### config.mk
export PLATFORM = sky130hd
export DESIGN_NAME = time_window_mean_filter_unit
export DESIGN_NICKNAME = d
export VERILOG_FILES = /design/src/twmf_pkg.sv /design/src/twmf_ram.sv /design/src/twmf_ctrl.sv /design/src/twmf_dp.sv /design/src/time_window_mean_filter_unit.sv
export SDC_FILE = /design/constraint.sdc
export NUM_CORES = 2
export LEC_CHECK = 0
export BUFFER_PORTS_ARGS = -buffer_cell sky130_fd_sc_hd__buf_4
export CELL_PAD_IN_SITES_DETAIL_PLACEMENT = 1
export CELL_PAD_IN_SITES_GLOBAL_PLACEMENT = 2
export CORE_ASPECT_RATIO = 0.5
export CORE_UTILIZATION = 46
export CTS_CLUSTER_DIAMETER = 120
export DETAILED_ROUTE_END_ITERATION = 12
export MAX_ROUTING_LAYER = met4
export PLACE_DENSITY_LB_ADDON = 0.08
export SYNTH_ARGS = -nofsm -noshare
export SYNTH_HDL_FRONTEND = slang
export SYNTH_SLANG_ARGS = --single-unit
### constraint.sdc
create_clock -name clk -period 7.4 [get_ports clk]
set_input_delay 1.11 -clock clk [delete_from_list [all_inputs] [get_ports clk]]
set_output_delay 1.11 -clock clk [all_outputs]
set_load 0.005 [all_outputs]
### src/twmf_pkg.sv
// Shared constants, payload types and controller/datapath interface types.
package twmf_pkg;

  localparam int DEPTH   = 64;
  localparam int IDX_W   = $clog2(DEPTH);
  localparam int CNT_W   = $clog2(DEPTH + 1);
  localparam int VAL_W   = 16;
  localparam int TIME_W  = 32;
  localparam int TOTAL_W = VAL_W + $clog2(DEPTH);
  localparam int ENTRY_W = TIME_W + VAL_W;
  localparam int QUO_W   = VAL_W;
  localparam int STEP_W  = $clog2(QUO_W);

  localparam logic [TIME_W-1:0] WINDOW_RESET = 32'd1000000;

  typedef struct packed {
    logic [VAL_W-1:0]  sample_value;
    logic [TIME_W-1:0] sample_time;
  } in_t;

  typedef struct packed {
    logic [VAL_W-1:0] mean_value;
    logic [CNT_W-1:0] held_count;
    logic             overflowed;
  } out_t;

  // Commands from the controller to the datapath.
  typedef struct packed {
    logic accept;
    logic rd_oldest;
    logic drop;
    logic set_over;
    logic append;
    logic div_init;
    logic div_step;
    logic load_out;
  } cmd_t;

  // Status from the datapath to the controller.
  typedef struct packed {
    logic count_zero;
    logic count_one;
    logic full;
    logic expired;
    logic out_free;
  } status_t;

endpackage

### src/twmf_ram.sv
// Generic single-write, single-read RAM with registered read data.
module twmf_ram #(
  parameter int WIDTH = 8,
  parameter int DEPTH = 16
) (
  input  logic                     clk,
  input  logic                     we,
  input  logic [$clog2(DEPTH)-1:0] waddr,
  input  logic [WIDTH-1:0]         wdata,
  input  logic                     re,
  input  logic [$clog2(DEPTH)-1:0] raddr,
  output logic [WIDTH-1:0]         rdata
);

  logic [WIDTH-1:0] mem [DEPTH];
  logic [WIDTH-1:0] rdata_r;

  always_ff @(posedge clk) begin
    if (we) begin
      mem[waddr] <= wdata;
    end
    if (re) begin
      rdata_r <= mem[raddr];
    end
  end

  assign rdata = rdata_r;

endmodule

### src/twmf_ctrl.sv
// Controller state machine: expiry loop, append, serial divide and result hand-off.
module twmf_ctrl
  import twmf_pkg::*;
(
  input  logic    clk,
  input  logic    rst_n,
  input  logic    in_valid,
  output logic    in_stall,
  input  status_t status,
  output cmd_t    cmd
);

  typedef enum logic [2:0] {
    S_IDLE,
    S_READ,
    S_EVAL,
    S_APPEND,
    S_DINIT,
    S_DIV,
    S_DONE
  } state_t;

  state_t            state_r, state_nxt;
  logic [STEP_W-1:0] step_r, step_nxt;

  always_comb begin
    state_nxt = state_r;
    step_nxt  = step_r;
    cmd       = '0;
    case (state_r)
      S_IDLE: begin
        if (in_valid) begin
          cmd.accept = 1'b1;
          state_nxt  = status.count_zero ? S_APPEND : S_READ;
        end
      end
      S_READ: begin
        cmd.rd_oldest = 1'b1;
        state_nxt     = S_EVAL;
      end
      S_EVAL: begin
        if (status.expired) begin
          cmd.drop  = 1'b1;
          state_nxt = status.count_one ? S_APPEND : S_READ;
        end else begin
          // The oldest live sample is pushed out to make room.
          if (status.full) begin
            cmd.drop     = 1'b1;
            cmd.set_over = 1'b1;
          end
          state_nxt = S_APPEND;
        end
      end
      S_APPEND: begin
        cmd.append = 1'b1;
        state_nxt  = S_DINIT;
      end
      S_DINIT: begin
        cmd.div_init = 1'b1;
        step_nxt     = '0;
        state_nxt    = S_DIV;
      end
      S_DIV: begin
        cmd.div_step = 1'b1;
        step_nxt     = step_r + 1'b1;
        if (step_r == STEP_W'(QUO_W - 1)) begin
          state_nxt = S_DONE;
        end
      end
      S_DONE: begin
        if (status.out_free) begin
          cmd.load_out = 1'b1;
          state_nxt    = S_IDLE;
        end
      end
      default: begin
        state_nxt = S_IDLE;
      end
    endcase
  end

  always_ff @(posedge clk) begin
    if (!rst_n) begin
      state_r <= S_IDLE;
      step_r  <= '0;
    end else begin
      state_r <= state_nxt;
      step_r  <= step_nxt;
    end
  end

  assign in_stall = (state_r != S_IDLE);

endmodule

### src/twmf_dp.sv
// Datapath: sample ring, running total, window register, divider and output register.
module twmf_dp
  import twmf_pkg::*;
(
  input  logic              clk,
  input  logic              rst_n,
  input  in_t               in_data,
  input  logic              cfg_valid,
  input  logic [TIME_W-1:0] cfg_data,
  input  logic              out_stall,
  output logic              out_valid,
  output out_t              out_data,
  input  cmd_t              cmd,
  output status_t           status
);

  logic [TIME_W-1:0]  window_r;
  logic [IDX_W-1:0]   oldest_r, oldest_nxt;
  logic [CNT_W-1:0]   count_r, count_nxt;
  logic [TOTAL_W-1:0] total_r, total_nxt;
  in_t                sample_r;
  logic               over_r;
  logic [CNT_W-1:0]   rem_r;
  logic [QUO_W-1:0]   quo_r;
  logic               out_valid_r;
  out_t               out_r;

  logic [ENTRY_W-1:0] rd_entry;
  logic [VAL_W-1:0]   rd_value;
  logic [TIME_W-1:0]  rd_time;
  logic [TIME_W-1:0]  age;
  logic [CNT_W:0]     slot_sum;
  logic [IDX_W-1:0]   slot;
  logic [CNT_W:0]     rem_sh;
  logic               q_bit;
  logic [CNT_W:0]     rem_diff;

  twmf_ram #(
    .WIDTH(ENTRY_W),
    .DEPTH(DEPTH)
  ) u_ram (
    .clk  (clk),
    .we   (cmd.append),
    .waddr(slot),
    .wdata({sample_r.sample_time, sample_r.sample_value}),
    .re   (cmd.rd_oldest),
    .raddr(oldest_r),
    .rdata(rd_entry)
  );

  assign rd_value = rd_entry[VAL_W-1:0];
  assign rd_time  = rd_entry[ENTRY_W-1:VAL_W];
  // Modular age; wrap of the timestamp counter is harmless.
  assign age      = sample_r.sample_time - rd_time;

  assign slot_sum = (CNT_W+1)'(oldest_r) + (CNT_W+1)'(count_r);
  assign slot     = (slot_sum >= (CNT_W+1)'(DEPTH)) ?
                    IDX_W'(slot_sum - (CNT_W+1)'(DEPTH)) : IDX_W'(slot_sum);

  assign rem_sh   = {rem_r, quo_r[QUO_W-1]};
  assign rem_diff = rem_sh - (CNT_W+1)'(count_r);
  assign q_bit    = (rem_sh >= (CNT_W+1)'(count_r));

  always_comb begin
    oldest_nxt = oldest_r;
    count_nxt  = count_r;
    total_nxt  = total_r;
    if (cmd.drop) begin
      oldest_nxt = (oldest_r == IDX_W'(DEPTH - 1)) ? '0 : oldest_r + 1'b1;
      count_nxt  = count_r - 1'b1;
      total_nxt  = total_r - TOTAL_W'(rd_value);
    end else if (cmd.append) begin
      count_nxt = count_r + 1'b1;
      total_nxt = total_r + TOTAL_W'(sample_r.sample_value);
    end
  end

  always_ff @(posedge clk) begin
    if (!rst_n) begin
      window_r    <= WINDOW_RESET;
      oldest_r    <= '0;
      count_r     <= '0;
      total_r     <= '0;
      out_valid_r <= 1'b0;
    end else begin
      if (cfg_valid) begin
        window_r <= cfg_data;
      end
      oldest_r <= oldest_nxt;
      count_r  <= count_nxt;
      total_r  <= total_nxt;
      if (cmd.load_out) begin
        out_valid_r <= 1'b1;
      end else if (!out_stall) begin
        out_valid_r <= 1'b0;
      end
    end
  end

  always_ff @(posedge clk) begin
    if (cmd.accept) begin
      sample_r <= in_data;
      over_r   <= 1'b0;
    end else if (cmd.set_over) begin
      over_r <= 1'b1;
    end
    // The mean fits in QUO_W bits, so the bits above them start out below count.
    if (cmd.div_init) begin
      rem_r <= CNT_W'(total_r[TOTAL_W-1:QUO_W]);
      quo_r <= total_r[QUO_W-1:0];
    end else if (cmd.div_step) begin
      rem_r <= q_bit ? CNT_W'(rem_diff) : CNT_W'(rem_sh);
      quo_r <= {quo_r[QUO_W-2:0], q_bit};
    end
    if (cmd.load_out) begin
      out_r.mean_value <= quo_r;
      out_r.held_count <= count_r;
      out_r.overflowed <= over_r;
    end
  end

  assign status.count_zero = (count_r == '0);
  assign status.count_one  = (count_r == CNT_W'(1));
  assign status.full       = (count_r == CNT_W'(DEPTH));
  assign status.expired    = (age > window_r);
  assign status.out_free   = !out_valid_r || !out_stall;

  assign out_valid = out_valid_r;
  assign out_data  = out_r;

`ifndef ASSERT_OFF
  a_count_bound: assert property (@(posedge clk) disable iff (!rst_n)
    count_r <= CNT_W'(DEPTH))
    else $error("entry count above store depth");
  a_drop_nonempty: assert property (@(posedge clk) disable iff (!rst_n)
    cmd.drop |-> count_r != '0)
    else $error("drop from an empty store");
  a_append_room: assert property (@(posedge clk) disable iff (!rst_n)
    cmd.append |-> count_r != CNT_W'(DEPTH))
    else $error("append into a full store");
  a_load_free: assert property (@(posedge clk) disable iff (!rst_n)
    cmd.load_out |-> status.out_free)
    else $error("result overwrites a beat still waiting");
  a_empty_total: assert property (@(posedge clk) disable iff (!rst_n)
    count_r == '0 |-> total_r == '0)
    else $error("running total not zero with an empty store");
`endif

endmodule

### src/time_window_mean_filter_unit.sv
// Top level of the time-window mean filter.
// Each input beat carries an unsigned Q3.13 sample and a 32-bit timestamp.
// Held samples older than the window register (modular age, strictly
// greater) are dropped from the front, the new sample is appended to a
// 64-entry ring, and one result beat gives the truncated mean, the held
// count and an overflow flag set when a live sample had to be pushed out of
// a full ring. One item is in work at a time. Held entries are examined
// from the oldest; each is fetched through the ring memory's registered
// read and then evaluated, and expired ones are dropped until a live one
// is found or the ring empties. An empty ring is not examined. The new
// sample is then appended, and the divider retires one quotient bit per
// cycle; the result then goes to the result register once it is free. A new
// input beat is taken while the previous result still waits at the output.
// The window register resets to 1000000 ticks and may be written through
// the configuration port while the block is idle.
module time_window_mean_filter_unit
  import twmf_pkg::*;
(
  input  logic              clk,
  input  logic              rst_n,
  input  logic              in_valid,
  output logic              in_stall,
  input  in_t               in_data,
  output logic              out_valid,
  input  logic              out_stall,
  output out_t              out_data,
  input  logic              cfg_valid,
  output logic              cfg_ready,
  input  logic [TIME_W-1:0] cfg_data
);

  cmd_t    cmd;
  status_t status;

  assign cfg_ready = 1'b1;

  twmf_ctrl u_ctrl (
    .clk     (clk),
    .rst_n   (rst_n),
    .in_valid(in_valid),
    .in_stall(in_stall),
    .status  (status),
    .cmd     (cmd)
  );

  twmf_dp u_dp (
    .clk      (clk),
    .rst_n    (rst_n),
    .in_data  (in_data),
    .cfg_valid(cfg_valid & cfg_ready),
    .cfg_data (cfg_data),
    .out_stall(out_stall),
    .out_valid(out_valid),
    .out_data (out_data),
    .cmd      (cmd),
    .status   (status)
  );

endmodule

Yosys cells after proc, flatten, opt, wreduce, memory -nomap -nowiden
Memory sizes are Yosys's and may differ from the RTL's. A register that Yosys moved wholly into a read port is not among the register bits.
Cells that the tools add are included.
{ "op_classes": {"n_addsub": 10, "order_cmp": 3, "eq_ne": 14, "muxes": 35, "n_reduce_logical": 10} }
{ "op_table": {"columns": ["operator", "n"], "rows": [
  ["$mux W22", 2],
  ["$gt A32 B32 Y1", 1],
  ["$mux W16", 2],
  ["$sub A32 B32 Y32", 1],
  ["$mux W6", 4],
  ["$add A22 B16 Y22", 1],
  ["$sub A22 B16 Y22", 1],
  ["$mux W7", 3],
  ["$pmux W3 S7", 1],
  ["$mux W1", 14],
  ["$mux W3", 4],
  ["$eq A3 B3 Y1 const B", 3],
  ["$add A6 B7 Y8", 1],
  ["$ge A8 B7 Y1", 1],
  ["$ge A8 B7 Y1 const B", 1],
  ["$mux W2", 4],
  ["$pmux W4 S2", 1],
  ["$add A7 B1 Y7 const B", 1],
  ["$eq A7 B1 Y1 const B", 1],
  ["$eq A7 B7 Y1 const B", 1],
  ["$logic_not A7 Y1", 1],
  ["$sub A7 B1 Y7 const B", 1],
  ["$sub A7 B7 Y7", 1],
  ["$add A6 B1 Y6 const B", 1],
  ["other kinds (14)", 20]
]} }
{ "totals": {"reg_bits": 171, "ram_bits": 3072, "inputBits": 85, "out_inout_bits": 27, "wordCells": 89, "n_memories": 1} }
{ "memory_table": {"columns": ["name", "depth", "width", "read_ports", "rd_clocked_by_memory_dff", "write_ports", "line_no", "source"], "rows": [
  ["u_dp.u_ram.mem", 64, 48, 1, 1, 1, "twmf_ram.sv:15", "logic [WIDTH-1:0] mem [DEPTH];"]
]} }

Longest topological paths before layout
{ "logic_depth": {"depth_word": 5, "mapped_depth": 35, "depth_no_buf": 33} }

Hierarchy
From an unflattened synthesis, not the netlist that was laid out.
{ "unflattened": {"hier_cells": 6089, "area_unflattened_um2": 128251.8} }
{ "modules_own_cells": {"columns": ["mod", "n_inst", "cells_each", "area_each_um2", "seq_area_each_um2"], "rows": [
  ["twmf_ram", 1, 4970, 117597.8, 93689.9],
  ["twmf_dp", 1, 1056, 10191.0, 4224.1],
  ["twmf_ctrl", 1, 61, 451.7, 140.1],
  ["time_window_mean_filter_unit", 1, 2, 11.3, 0.0]
]} }

Least setup slack after synthesis
Ideal clock, no wire load.
{ "synth_path": {"path_kind": "reg2reg", "start": "register u_dp.sample_r[0] in the netlist's numbering", "end": "register u_dp.total_r[20]", "setup_time_ps": 122, "arrival_time_ps": 7240, "required_time_ps": 7278, "slack_ps": 38, "path_stages_with_launch": 35, "n_path_buf": 2, "period_less_slack_ps": 7362, "path_cell_list": "edfxtp_1 > inv_1 > ha_1 > inv_1 > fa_1 > a211oi_1 > o21bai_1 > a21oi_1 > o311ai_1 > a21o_1 > o211ai_1 > o31ai_1 > a311oi_1 > xnor2_1 > ha_1 > nand4_2 > nor4_4 > and2b_1 > o31a_1 > a211o_2 > a31o_4 > buf_2 > buf_2 > nand2_1 > o21ai_0 > ha_1 > fa_1 > nor2b_1 > o31a_1 > o221a_2 > o21a_1 > a2111oi_4 > nor4_1 > or2_1 > a311o_1"} }
{ "synth_between": {"elab_chain_len": 5, "elab_cells_between_ends": 6, "classes_between": "add/sub (1); order compare (1); mux (3); reduce/logical (1)"} }
{ "synth_rtl": {"columns": ["element", "line_no", "source"], "rows": [
  ["from (decl)", "twmf_dp.sv:21", "in_t sample_r;"],
  ["from (signal assigned)", "twmf_dp.sv:102", "sample_r <= in_data;"],
  ["$sub A32 B32 Y32 *", "twmf_dp.sv:54", "assign age = sample_r.sample_time - rd_time;"],
  ["$gt A32 B32 Y1 *", "twmf_dp.sv:125", "assign status.expired = (age > window_r);"],
  ["$mux W1 *", "twmf_ctrl.sv:42", "if (status.expired) begin"],
  ["$mux W2 *", "twmf_ctrl.sv:30", "case (state_r)"],
  ["$mux W22 / $reduce_bool A2 Y1 (equally long branches)", null, null],
  ["to (signal assigned)", "twmf_dp.sv:91", "total_r <= total_nxt;"],
  ["to (decl)", "twmf_dp.sv:20", "logic [TOTAL_W-1:0] total_r, total_nxt;"]
]} }
Mark *: on every way between the ends. The rest lies on a longest branch, timed or not.
A chain may end at the register's enable or synchronous reset.

Final worst setup path
{ "layout_path": {"start": "register u_dp.sample_r[10] in the netlist's numbering", "end": "register u_dp.total_r[20]"} }
Same word-level chain as after synthesis.

==> flow_metrics.env <==
export IMPL_final_nets=6168
export IMPL_hold_viol_final=0
export IMPL_ys_warnings_count=0
export IMPL_port_buffers=110
export IMPL_clk_transition_reported_paths_ns=0.07
export IMPL_hold_start="in_data[26]"
export IMPL_layout_common_cells="edfxtp_1 (3214), mux4_2 (1008), buf_4 (312)"
export IMPL_outcome="finished, violations left"
export IMPL_setup_violations_final=0
export IMPL_synth_nets=5761
export IMPL_io_pins=112
export IMPL_arrival_ns=7.82
export IMPL_overflow=0
export IMPL_r2r_slack_ns=0.34
export IMPL_synth_seq_area_share_pct=76.4
export IMPL_reg2regPathDepth=27
export IMPL_cts_hold_buf=0
export IMPL_cts_tree="built"
export IMPL_synth_area_per_cell_um2=23.1
export IMPL_slowest_stage="edfxtp_1"
export IMPL_synth_simple_area_share_pct=1.43
export IMPL_synth_edff_count=3214
export IMPL_first_iter_violations=8595
export IMPL_start_util_pct=46.5
export IMPL_p_leak_nw=44.1
export IMPL_cts_max_level=5
export IMPL_clkSinkCount=3291
export IMPL_cp_start_kind="flip-flop"
export IMPL_via_count=62800
export IMPL_worst_clock_skew_ns=0.0463
export IMPL_post_place_cells=9399
export IMPL_synth_top_family_by_area="multiplexers"
export IMPL_core_um2=276000
export IMPL_gp_congestion=0.835
export IMPL_synthAdderAreaFrac_pct=1.06
export IMPL_ys_seq_elements=3291
export IMPL_route_detailed_drc=18
export IMPL_grt_max_degree=142
export IMPL_clock_latency_ns=0.90
export IMPL_max_cap_violations=0
export IMPL_switchingPower_mw=11.3
export IMPL_crit_type="reg2reg"
export IMPL_total_power_mw=44.1
export IMPL_synth_area_um2=128000
export IMPL_cpPeakStageDelay_ns=0.54
export IMPL_cts_buffers=298
export IMPL_p_sw_share_pct=25.6
export IMPL_tightest_slew_ns=1.48
export IMPL_synth_area_mux_share_pct=18.1
export IMPL_finalCriticalPeriod_ns=7.06
export IMPL_design_die_area_um2=281000
export IMPL_internal_power_mw=32.8
export IMPL_grtUsageTotal_pct=27.7
export IMPL_grt_pass1_vias=63700
export IMPL_failed_checks="DRC"
export IMPL_synth_compound_area_share_pct=1.35
export IMPL_slew_headroom_pct=1.09
export IMPL_period_share_pct=95.4
export IMPL_dr_pass1_iters=9
export IMPL_path_max_fanout=7
export IMPL_dieWidth_um=749
export IMPL_rsz0062_at_grt="yes"
export IMPL_synthXorXnorAreaFrac_pct=0.505
export IMPL_worstReg2RegStart="u_dp.sample_r[10]$_DFFE_PP_"
export IMPL_holdPathEnd="u_dp.sample_r[26]$_DFFE_PP_"
export IMPL_fmax_ghz=0.142
export IMPL_area_growth_pct=13.0
export IMPL_ctsRootBufferMaster="clkbuf_16"
export IMPL_r2r_end="u_dp.total_r[20]$_SDFFE_PN0P_"
export IMPL_holdWs_ns=0.392
export IMPL_share_seq_of_total_power_pct=48.9
export IMPL_finalMaxSlewViolations=0
export IMPL_avgViaCountPerCell=6.32
export IMPL_die_y_um=376
export IMPL_power_frac_comb_pct=16.7
export IMPL_postSynthCellCount=5570
export IMPL_crit_path_end_kind="flip-flop"
export IMPL_clock_path_buffers=4
export IMPL_clkPwrFrac_pct=34.4
export IMPL_async_flop_share_pct=0
export IMPL_cpLargestDelayFamily="compound AO/OA/AOI/OAI gates"
export IMPL_rows=136
export IMPL_layout_commonest_cell="edfxtp_1"
export IMPL_synth_ff_type="edfxtp_1"
export IMPL_p_per_area_nw_per_um2=304
export IMPL_stdcell_count=9934
export IMPL_grt_pass1_wl_mm=522
export IMPL_wl_per_cell_um=38.3
export IMPL_peakVddDrop_mv=0.231
export IMPL_hold_class="in2reg"
export IMPL_required_ns=8.16
export IMPL_min_path_cells=1
export IMPL_antenna_found_initial=22
export IMPL_place_hpwl_mm=209
export IMPL_crit_buf_inv=1
export IMPL_drive_gt1_share_pct=30.4
export IMPL_synth_distinct_cells=72
export IMPL_ant_nets=0
export IMPL_postRouteWirelength_mm=380
==> registers in the layout, summed over array words and instances, names as in the netlist <==
name / cells
u_dp.over_r: 1
u_dp.u_ram.rdata: 48
u_dp.sample_r: 48
u_dp.oldest_r: 6
u_dp.total_r: 22
u_dp.window_r: 32
u_dp.out_valid: 1
u_dp.out_data: 24
u_dp.count_r: 7
u_dp.quo_r: 16
u_ctrl.step_r: 4
u_dp.u_ram.mem: 3072
u_ctrl.state_r: 3
u_dp.rem_r: 7
==> worst max-delay path by stage <==
stage | startpoint | to | slack [ns] | cells after the start
after floorplan | u_dp.sample_r[0]$_DFFE_PP_ | u_dp.total_r[20]$_SDFFE_PN0P_ | 0.04 | 34
after global placement | u_dp.sample_r[0]$_DFFE_PP_ | u_dp.total_r[21]$_SDFFE_PN0P_ | 0.06 | 32
after detailed placement | u_dp.sample_r[0]$_DFFE_PP_ | u_dp.total_r[20]$_SDFFE_PN0P_ | 0.06 | 31
after CTS | u_dp.sample_r[0]$_DFFE_PP_ | u_dp.total_r[20]$_SDFFE_PN0P_ | 0.007 | 31
after global routing | u_dp.sample_r[0]$_DFFE_PP_ | u_dp.total_r[20]$_SDFFE_PN0P_ | -0.04 | 31
final | u_dp.sample_r[10]$_DFFE_PP_ | u_dp.total_r[20]$_SDFFE_PN0P_ | 0.34 | 27
==> per-layer routing <==
layer	GRT usage, %	part of all wire, %
met1	40.8	44
met2	41.7	47
met3	4.29	7.6
met4	5.60	2.1
met5	-	0
==> synth_stat cells (20+ instances only) <==
| master | count | area, um^2 |
|---|---|---|
| a21o_1 | 20 | 150 |
| a21oi_1 | 115 | 576 |
| buf_1 | 38 | 143 |
| buf_2 | 75 | 375 |
| clkbuf_1 | 129 | 484 |
| dfxtp_1 | 77 | 1540 |
| edfxtp_1 | 3214 | 96500 |
| ha_1 | 102 | 1280 |
| inv_1 | 100 | 375 |
| mux2i_1 | 34 | 340 |
| mux4_2 | 1008 | 22700 |
| nand2_1 | 99 | 372 |
| nand3_1 | 27 | 135 |
| nor2_1 | 176 | 661 |
| o21ai_0 | 39 | 195 |
| xnor2_1 | 50 | 438 |
| xor2_1 | 24 | 210 |
==> metrics by stage <==
| step | worst slack [ns] | instance area, um^2 | utilization [%] | TNS (ns) |
|---|---|---|---|---|
| floorplan | 0.0385 | 128000 | - | 0 |
| global placement | 0.0597 | 136000 | 49.2 | 0 |
| detailed placement | 0.0593 | 136000 | 49.2 | 0 |
| CTS | 0.00704 | 145000 | 52.5 | 0 |
| global route | -0.0441 | 145000 | 52.6 | -0.0441 |
| finish | 0.343 | 145000 | 52.6 | 0 |
==> power by group through the flow <==
| stage | Combinational (mW) | Clock, mW | Sequential [mW] |
|---|---|---|---|
| after floorplan | 4.78 | 0 | 22.2 |
| after global placement | 7.21 | 0 | 22.0 |
| after CTS | 7.41 | 15.4 | 21.6 |
| final | 7.36 | 15.2 | 21.6 |
| after global routing | 7.93 | 16.0 | 21.6 |
| after detailed placement | 7.39 | 0 | 22.0 |
==> cell families after synthesis <==
family | Yosys count
mux | 1059
xor+xnor | 74
simple gates | 403
flops | 3291
buf+inv | 363
other cells | 1
fa+ha+maj | 106
compound gates | 273
==> final cells by class <==
class	instances	area, um^2
Sequential cell	3291	98100
Multi-Input combinational cell	1916	29400
Inverter	100	375
Fill cell	23500	131000
Antenna cell	4	10.0
Timing Repair Buffer	370	3500
Clock inverter	159	1230
Clock buffer	368	7910
Tap cell	3726	4660
==> worst register-to-register path, cell delays in order, from the launching register on <==
cell and delay, ns:
edfxtp_1 0.54, ha_1 0.37, nand4_1 0.22, a211oi_1 0.24, o21ai_0 0.20, o211ai_1 0.30, a31oi_1 0.18, o31a_1 0.38
a31oi_1 0.20, xnor2_1 0.11, ha_1 0.35, nand4_2 0.20, nor4_4 0.37, and2b_1 0.17, o31a_1 0.18, a211o_4 0.25
a31oi_4 0.18, buf_4 0.21, o21ai_0 0.22, ha_1 0.29, o21a_1 0.19, o31a_1 0.12, o221a_2 0.28, o21a_1 0.23
a2111oi_4 0.30, nor4_2 0.09, or2_1 0.26, a311o_1 0.31
==> what timing repair did <==
| action | CTS | global route |
|---|---|---|
| endpoints found under the setup margin | 0 | 11 |
| buffers inserted | 0 | 4 |
| gates resized for setup | 0 | 13 |
| hold endpoints to repair | 0 | 0 |
Power figures use the tool's default switching activity.
